==> src/rtl/ipg_pkg.sv <==
`timescale 1ns / 1ps
package ipg_pkg;

    localparam int IDX_W      = 12;
    localparam int STEP_W     = 12;
    localparam int COORD_W    = 25;
    localparam int ANG_W      = 32;
    localparam int CORDIC_N   = 28;

    localparam logic [1:0] CFG_BASE    = 2'd0;
    localparam logic [1:0] CFG_OUTSIDE = 2'd1;
    localparam logic [1:0] CFG_STEPS   = 2'd2;

    localparam logic [1:0] ST_OK         = 2'd0;
    localparam logic [1:0] ST_RADIUS_ERR = 2'd1;
    localparam logic [1:0] ST_INDEX_ERR  = 2'd2;

    localparam logic signed [33:0] ANG_PI      = 34'sd843314857;
    localparam logic signed [33:0] ANG_HALF_PI = 34'sd421657428;
    localparam logic signed [33:0] ANG_TWO_PI  = 34'sd1686629713;
    localparam logic [32:0] ANG_FOUR_PI        = 33'd3373259426;
    localparam logic signed [31:0] CORDIC_GAIN = 32'sd163008219;
    localparam logic signed [31:0] COORD_LIMIT = 32'sd16777215;

    typedef enum logic [1:0] {
        CS_IDLE,
        CS_SQUARE,
        CS_DIFF,
        CS_ROOT
    } t_cfg_state;

    typedef struct packed {
        logic [1:0] status;
        logic       last;
        logic       zero;
        logic       sat;
    } t_div_tag;

    typedef struct packed {
        logic [ANG_W-1:0] t;
        logic [1:0]       status;
        logic             last;
        logic             flip;
    } t_cord_tag;

    function automatic logic signed [31:0] atan_step(input int i);
        logic signed [31:0] v;
        case (i)
            0: v = 32'sd210828714;
            1: v = 32'sd124459457;
            2: v = 32'sd65760959;
            3: v = 32'sd33381290;
            4: v = 32'sd16755422;
            5: v = 32'sd8385879;
            6: v = 32'sd4193963;
            7: v = 32'sd2097109;
            8: v = 32'sd1048571;
            9: v = 32'sd524287;
            default: v = 32'sd1 <<< (28 - i);
        endcase
        return v;
    endfunction

endpackage

==> src/rtl/ipg_cfg.sv <==
`timescale 1ns / 1ps
module ipg_cfg #(
    parameter int RADIUS_WIDTH = 24,
    parameter int MAX_STEPS    = 4095,
    parameter int DATA_W       = 24
) (
    input  logic                              i_clk,
    input  logic                              i_rst_n,
    input  logic                              i_we,
    input  logic [1:0]                        i_idx,
    input  logic [DATA_W-1:0]                 i_data,
    output logic [RADIUS_WIDTH-1:0]           o_base,
    output logic [RADIUS_WIDTH-1:0]           o_root,
    output logic [RADIUS_WIDTH+ipg_pkg::STEP_W-1:0] o_den,
    output logic [ipg_pkg::STEP_W-1:0]        o_steps,
    output logic                              o_rfault,
    output logic                              o_busy
);
    localparam int RW  = RADIUS_WIDTH;
    localparam int SW  = ipg_pkg::STEP_W;
    localparam int CW  = (RW > 1) ? $clog2(RW) : 1;

    logic [RW-1:0]      r_base, r_outs;
    logic [SW-1:0]      r_steps, r_steps_sat;
    logic [2*RW-1:0]    r_sq_o, r_sq_b, r_rad;
    logic [RW+SW-1:0]   r_den;
    logic               r_rfault;
    logic [RW+1:0]      r_rem;
    logic [RW-1:0]      r_root;
    logic [CW-1:0]      r_cnt;
    ipg_pkg::t_cfg_state r_state, n_state;

    logic [RW+1:0] n_shift, n_trial;

    always_comb begin
        n_state = r_state;
        case (r_state)
            ipg_pkg::CS_IDLE:   n_state = ipg_pkg::CS_IDLE;
            ipg_pkg::CS_SQUARE: n_state = ipg_pkg::CS_DIFF;
            ipg_pkg::CS_DIFF:   n_state = ipg_pkg::CS_ROOT;
            ipg_pkg::CS_ROOT:   n_state = (r_cnt == '0) ? ipg_pkg::CS_IDLE : ipg_pkg::CS_ROOT;
            default:            n_state = ipg_pkg::CS_IDLE;
        endcase
        // Any write restarts the derived-value computation.
        if (i_we) begin
            n_state = ipg_pkg::CS_SQUARE;
        end
    end

    always_ff @(posedge i_clk) begin
        if (!i_rst_n) begin
            r_state <= ipg_pkg::CS_SQUARE;
        end else begin
            r_state <= n_state;
        end
    end

    always_ff @(posedge i_clk) begin
        if (!i_rst_n) begin
            r_base  <= RW'(4096);
            r_outs  <= RW'(8192);
            r_steps <= SW'(16);
        end else if (i_we) begin
            case (i_idx)
                ipg_pkg::CFG_BASE:    r_base  <= i_data[RW-1:0];
                ipg_pkg::CFG_OUTSIDE: r_outs  <= i_data[RW-1:0];
                ipg_pkg::CFG_STEPS:   r_steps <= i_data[SW-1:0];
                default: ;
            endcase
        end
    end

    assign n_shift = {r_rem[RW-1:0], r_rad[2*RW-1 -: 2]};
    assign n_trial = {r_root, 2'b01};

    always_ff @(posedge i_clk) begin
        case (r_state)
            ipg_pkg::CS_SQUARE: begin
                r_sq_o      <= r_outs * r_outs;
                r_sq_b      <= r_base * r_base;
                r_steps_sat <= (32'(r_steps) > 32'(MAX_STEPS)) ? SW'(MAX_STEPS) : r_steps;
            end
            ipg_pkg::CS_DIFF: begin
                r_rad    <= r_sq_o - r_sq_b;
                r_den    <= r_base * r_steps_sat;
                r_rfault <= (r_outs <= r_base);
                r_rem    <= '0;
                r_root   <= '0;
                r_cnt    <= CW'(RW - 1);
            end
            ipg_pkg::CS_ROOT: begin
                r_rad <= r_rad << 2;
                r_cnt <= r_cnt - 1'b1;
                if (n_shift >= n_trial) begin
                    r_rem  <= n_shift - n_trial;
                    r_root <= {r_root[RW-2:0], 1'b1};
                end else begin
                    r_rem  <= n_shift;
                    r_root <= {r_root[RW-2:0], 1'b0};
                end
            end
            default: ;
        endcase
    end

    assign o_base   = r_base;
    assign o_root   = r_root;
    assign o_den    = r_den;
    assign o_steps  = r_steps_sat;
    assign o_rfault = r_rfault;
    assign o_busy   = (r_state != ipg_pkg::CS_IDLE);
endmodule

==> config.mk <==
export PLATFORM = sky130hd
export DESIGN_NAME = ipg_cfg
export DESIGN_NICKNAME = d
export VERILOG_FILES = /design/src/rtl/ipg_pkg.sv /design/src/rtl/ipg_cfg.sv
export SDC_FILE = /design/constraint.sdc
export NUM_CORES = 2
export LEC_CHECK = 0
export BUFFER_PORTS_ARGS = -buffer_cell sky130_fd_sc_hd__buf_2
export CAP_MARGIN = 20
export CORE_AREA = 2 2 338 340
export CTS_CLUSTER_SIZE = 14
export DETAILED_ROUTE_END_ITERATION = 12
export DIE_AREA = 0 0 340 342
export GPL_ROUTABILITY_DRIVEN = 0
export PLACE_DENSITY = 0.74
export SYNTH_ARGS = -nofsm -noshare
export SYNTH_HDL_FRONTEND = slang
export SYNTH_SLANG_ARGS = --single-unit
==> constraint.sdc <==
create_clock -name i_clk -period 11.7 [get_ports i_clk]
set_input_delay 1.755 -clock i_clk [delete_from_list [all_inputs] [get_ports i_clk]]
set_output_delay 1.755 -clock i_clk [all_outputs]
set_load 0.05 [all_outputs]
==> reports/results.ini <==
[clock_network]
ctsResizeCount = 0
clockBufferDepth = 3
h-tree-depth = 2
tritoncts = done
holdBufCountCts = 0
postCtsSetupBuffers = 0
clk_pin_slew_ps = 60
cts-buffers-inserted = 41
root_buffer = clkbuf_16
clock-sinks = 306
insertion_delay_ps = 640

[global_route]
grt_max_degree = 62
track_usage = 0.250
antenna_found_initial = 8
grt_pass1_wl_um = 230000
overflow = 0
grt_pass1_vias = 44000

[power]
p_leak_nw = 30.9
fin_total_pwr_mw = 3.98
ir_worst_vdd_mv = 0.114
p_per_area_nw_per_um2 = 66.8

[detailed_routing]
wl_met3_um = 11700
top_layer = met5
wl_met2_um = 66000
drt_iter0_markers = 3059
drt-total-wl_um = 141000
vias = 40700
m1WireLength_um = 57200
route.detailed.drc = 0
viasPerCell = 5.37
dr.pass1.iters = 6
post_drt_wl_per_cell_um = 18.5
antenna_left = 0

[timing]
hold_viol = 0
setup-violations-final = 0
finalCriticalPeriod_ps = 8520
tightestPinTransition_ps = 1130
max-slew-margin-rel = 0.244
fmax_mhz = 117
fin_setup_tns_ps = 0
maxSlewViolCount = 0
rsz0062_at_grt = false
skew_ps = 34.3
fin_crit_sh = 0.728
fin_hold_ws_ps = 428

[synthesis]
synth_top_family_by_area = adder cells
async_flop_share = 0
synth_seq_cells = 306
syn_area_per_cell_um2 = 9.30
synth_edf_count = 244
yosysSeqAreaShare = 0.153
netlist_area_um2 = 56000
syn_inst = 6024
synth_top_area_frac = 0.381
synth_ff_type = edfxtp_1
yosys.area_share.simple = 0.117
synth_compound_area_frac = 0.0819
synth_common_cells = inv_1 (1510), fa_1 (1065), nand2_1 (783), ha_1 (524), nor2_1 (302)
synth.area.mux_share = 0.00382
synthAdderAreaFrac = 0.498
synthTopCellsByArea = fa_1 (38%), edfxtp_1 (13%), ha_1 (12%), inv_1 (10%), nand2_1 (5.2%)
synth_fp_nets = 7642
synth_xor_xnor_area_share = 0.0300
ys.warnings.count = 0
netlist-cell-type-count = 79
synth_area_leader_cell = fa_1
yosysMostFrequentCell = inv_1

[placement]
numPortBuffers = 126
hpwl_um = 110000

[floorplanning]
io_pins = 127
rows = 124
die_w_um = 340
core_um2 = 113000
design.die.area_um2 = 116000
start_util = 0.495
die_h_um = 342

[run_status]
status = finished, final reports clean

[cells_and_area]
synthToLayoutAreaGrowth_pct = 6.34
nets = 7655
drive_gt1_frac = 0.0463

[critical_path]
worstSetupPathType = reg -> reg
cp.arrival_ps = 8870
cp.required_ps = 12050
end_kind = flip-flop
cp-start-kind = flip-flop
cp_max_fo = 26

[hold_path]
min_path_type = reg -> reg

[job]
drv_cap = 0

## flip-flops by register name, summed over array words and instances (netlist names)
signal    flops
r_sq_b       47
o_steps      12
r_outs       24
r_rad        48
o_base       24
r_state       2
r_sq_o       47
r_cnt         5
r_rem        24
o_root       24
o_den        36
r_steps      12
o_rfault      1
## kinds of logic after synthesis
kind of cell	after synthesis
and+or+nand+nor	1484
DFF	306
buffers and inverters	1739
xor gates and xnor gates	192
AOI/OAI and AO/OA	693
muxes	21
adders and majority gates	1589
## placed cells by master (no fill, tap or decap), types with 8 or more instances in the layout
cell       instances
inv_1           1510
fa_1            1065
nand2_1          782
ha_1             524
nor2_1           301
edfxtp_1         244
and2_1           205
a21oi_1          198
a21o_1           140
buf_2            126
xnor2_1          125
o21ai_0           98
xor2_1            67
buf_4             63
a21boi_0          61
dfxtp_1           60
clkbuf_16         41
nand4_1           29
nor2b_1           29
nand3_1           29
nor3_1            29
a211oi_1          24
o21a_1            24
o21bai_1          23
nand2b_1          20
mux2i_1           18
and3_1            17
a31oi_1           16
o31ai_1           15
o211ai_1          13
a221oi_1          11
clkinv_1          10
clkbuf_1          10
clkinv_2           8
## metrics by stage
step	util	cell area, um2	instances	worst slack (ps)
CTS	0.526	59500	7581	3350
finish	0.527	59600	7583	3180
floorplan	-	56000	6024	4210
detailed placement	0.515	58200	7506	3370
global placement	0.515	58200	7506	3620
global route	0.526	59500	7581	2800
## cell type report
type	instances	area (um2)
clock inverter	24	280
antenna	2	5.00
fill	10100	53600
clock buffer	51	1060
tap	1512	1890
sequential	306	8570
inverter	1520	5710
timing repair buffer	189	1100
multi-input combinational	3979	40900
## power breakdown
group | switching, mW | internal [mW]
sequential | 0.0600 | 1.31
combinational | 0.825 | 0.474
clock | 0.571 | 0.744
total | 1.46 | 2.52
## critical path, cell delays in order (launching register included)
cell       delay (ps)
dfxtp_1          1070
nand2_1           250
inv_1             150
fa_1              440
fa_1              490
inv_1              50
fa_1              550
inv_1              60
fa_1              500
inv_1              50
fa_1              540
inv_1              50
fa_1              470
inv_1              50
fa_1              470
inv_1              40
ha_1              350
nand2_1           110
nor4_1            480
a221oi_1          170
a211oi_1          490
o21ai_0           170
o2bb2ai_1         200
o41ai_1           590
a221o_1           300
o311ai_0          140
## final timing paths
check	startpoint	to	slack (ps)	depth (start not counted)
worst min register to register	r_steps[5]$_SDFFE_PN0P_	o_steps[5]$_DFFE_PN_	430	0
worst min-delay path	r_steps[5]$_SDFFE_PN0P_	o_steps[5]$_DFFE_PN_	430	0
worst max register to register	r_outs[4]$_SDFFE_PN0P_	r_sq_o[44]$_DFFE_PN_	3180	25
worst max-delay path	r_outs[4]$_SDFFE_PN0P_	r_sq_o[44]$_DFFE_PN_	3180	25
## routing by layer
metal | up-vias | GRT usage
li1 | 18400 | -
met1 | 20500 | 0.330
met3 | 337 | 0.0466
met4 | 8 | 0.0959
met5 | - | 0
met2 | 1523 | 0.412
(Power assumes the default switching activity.)
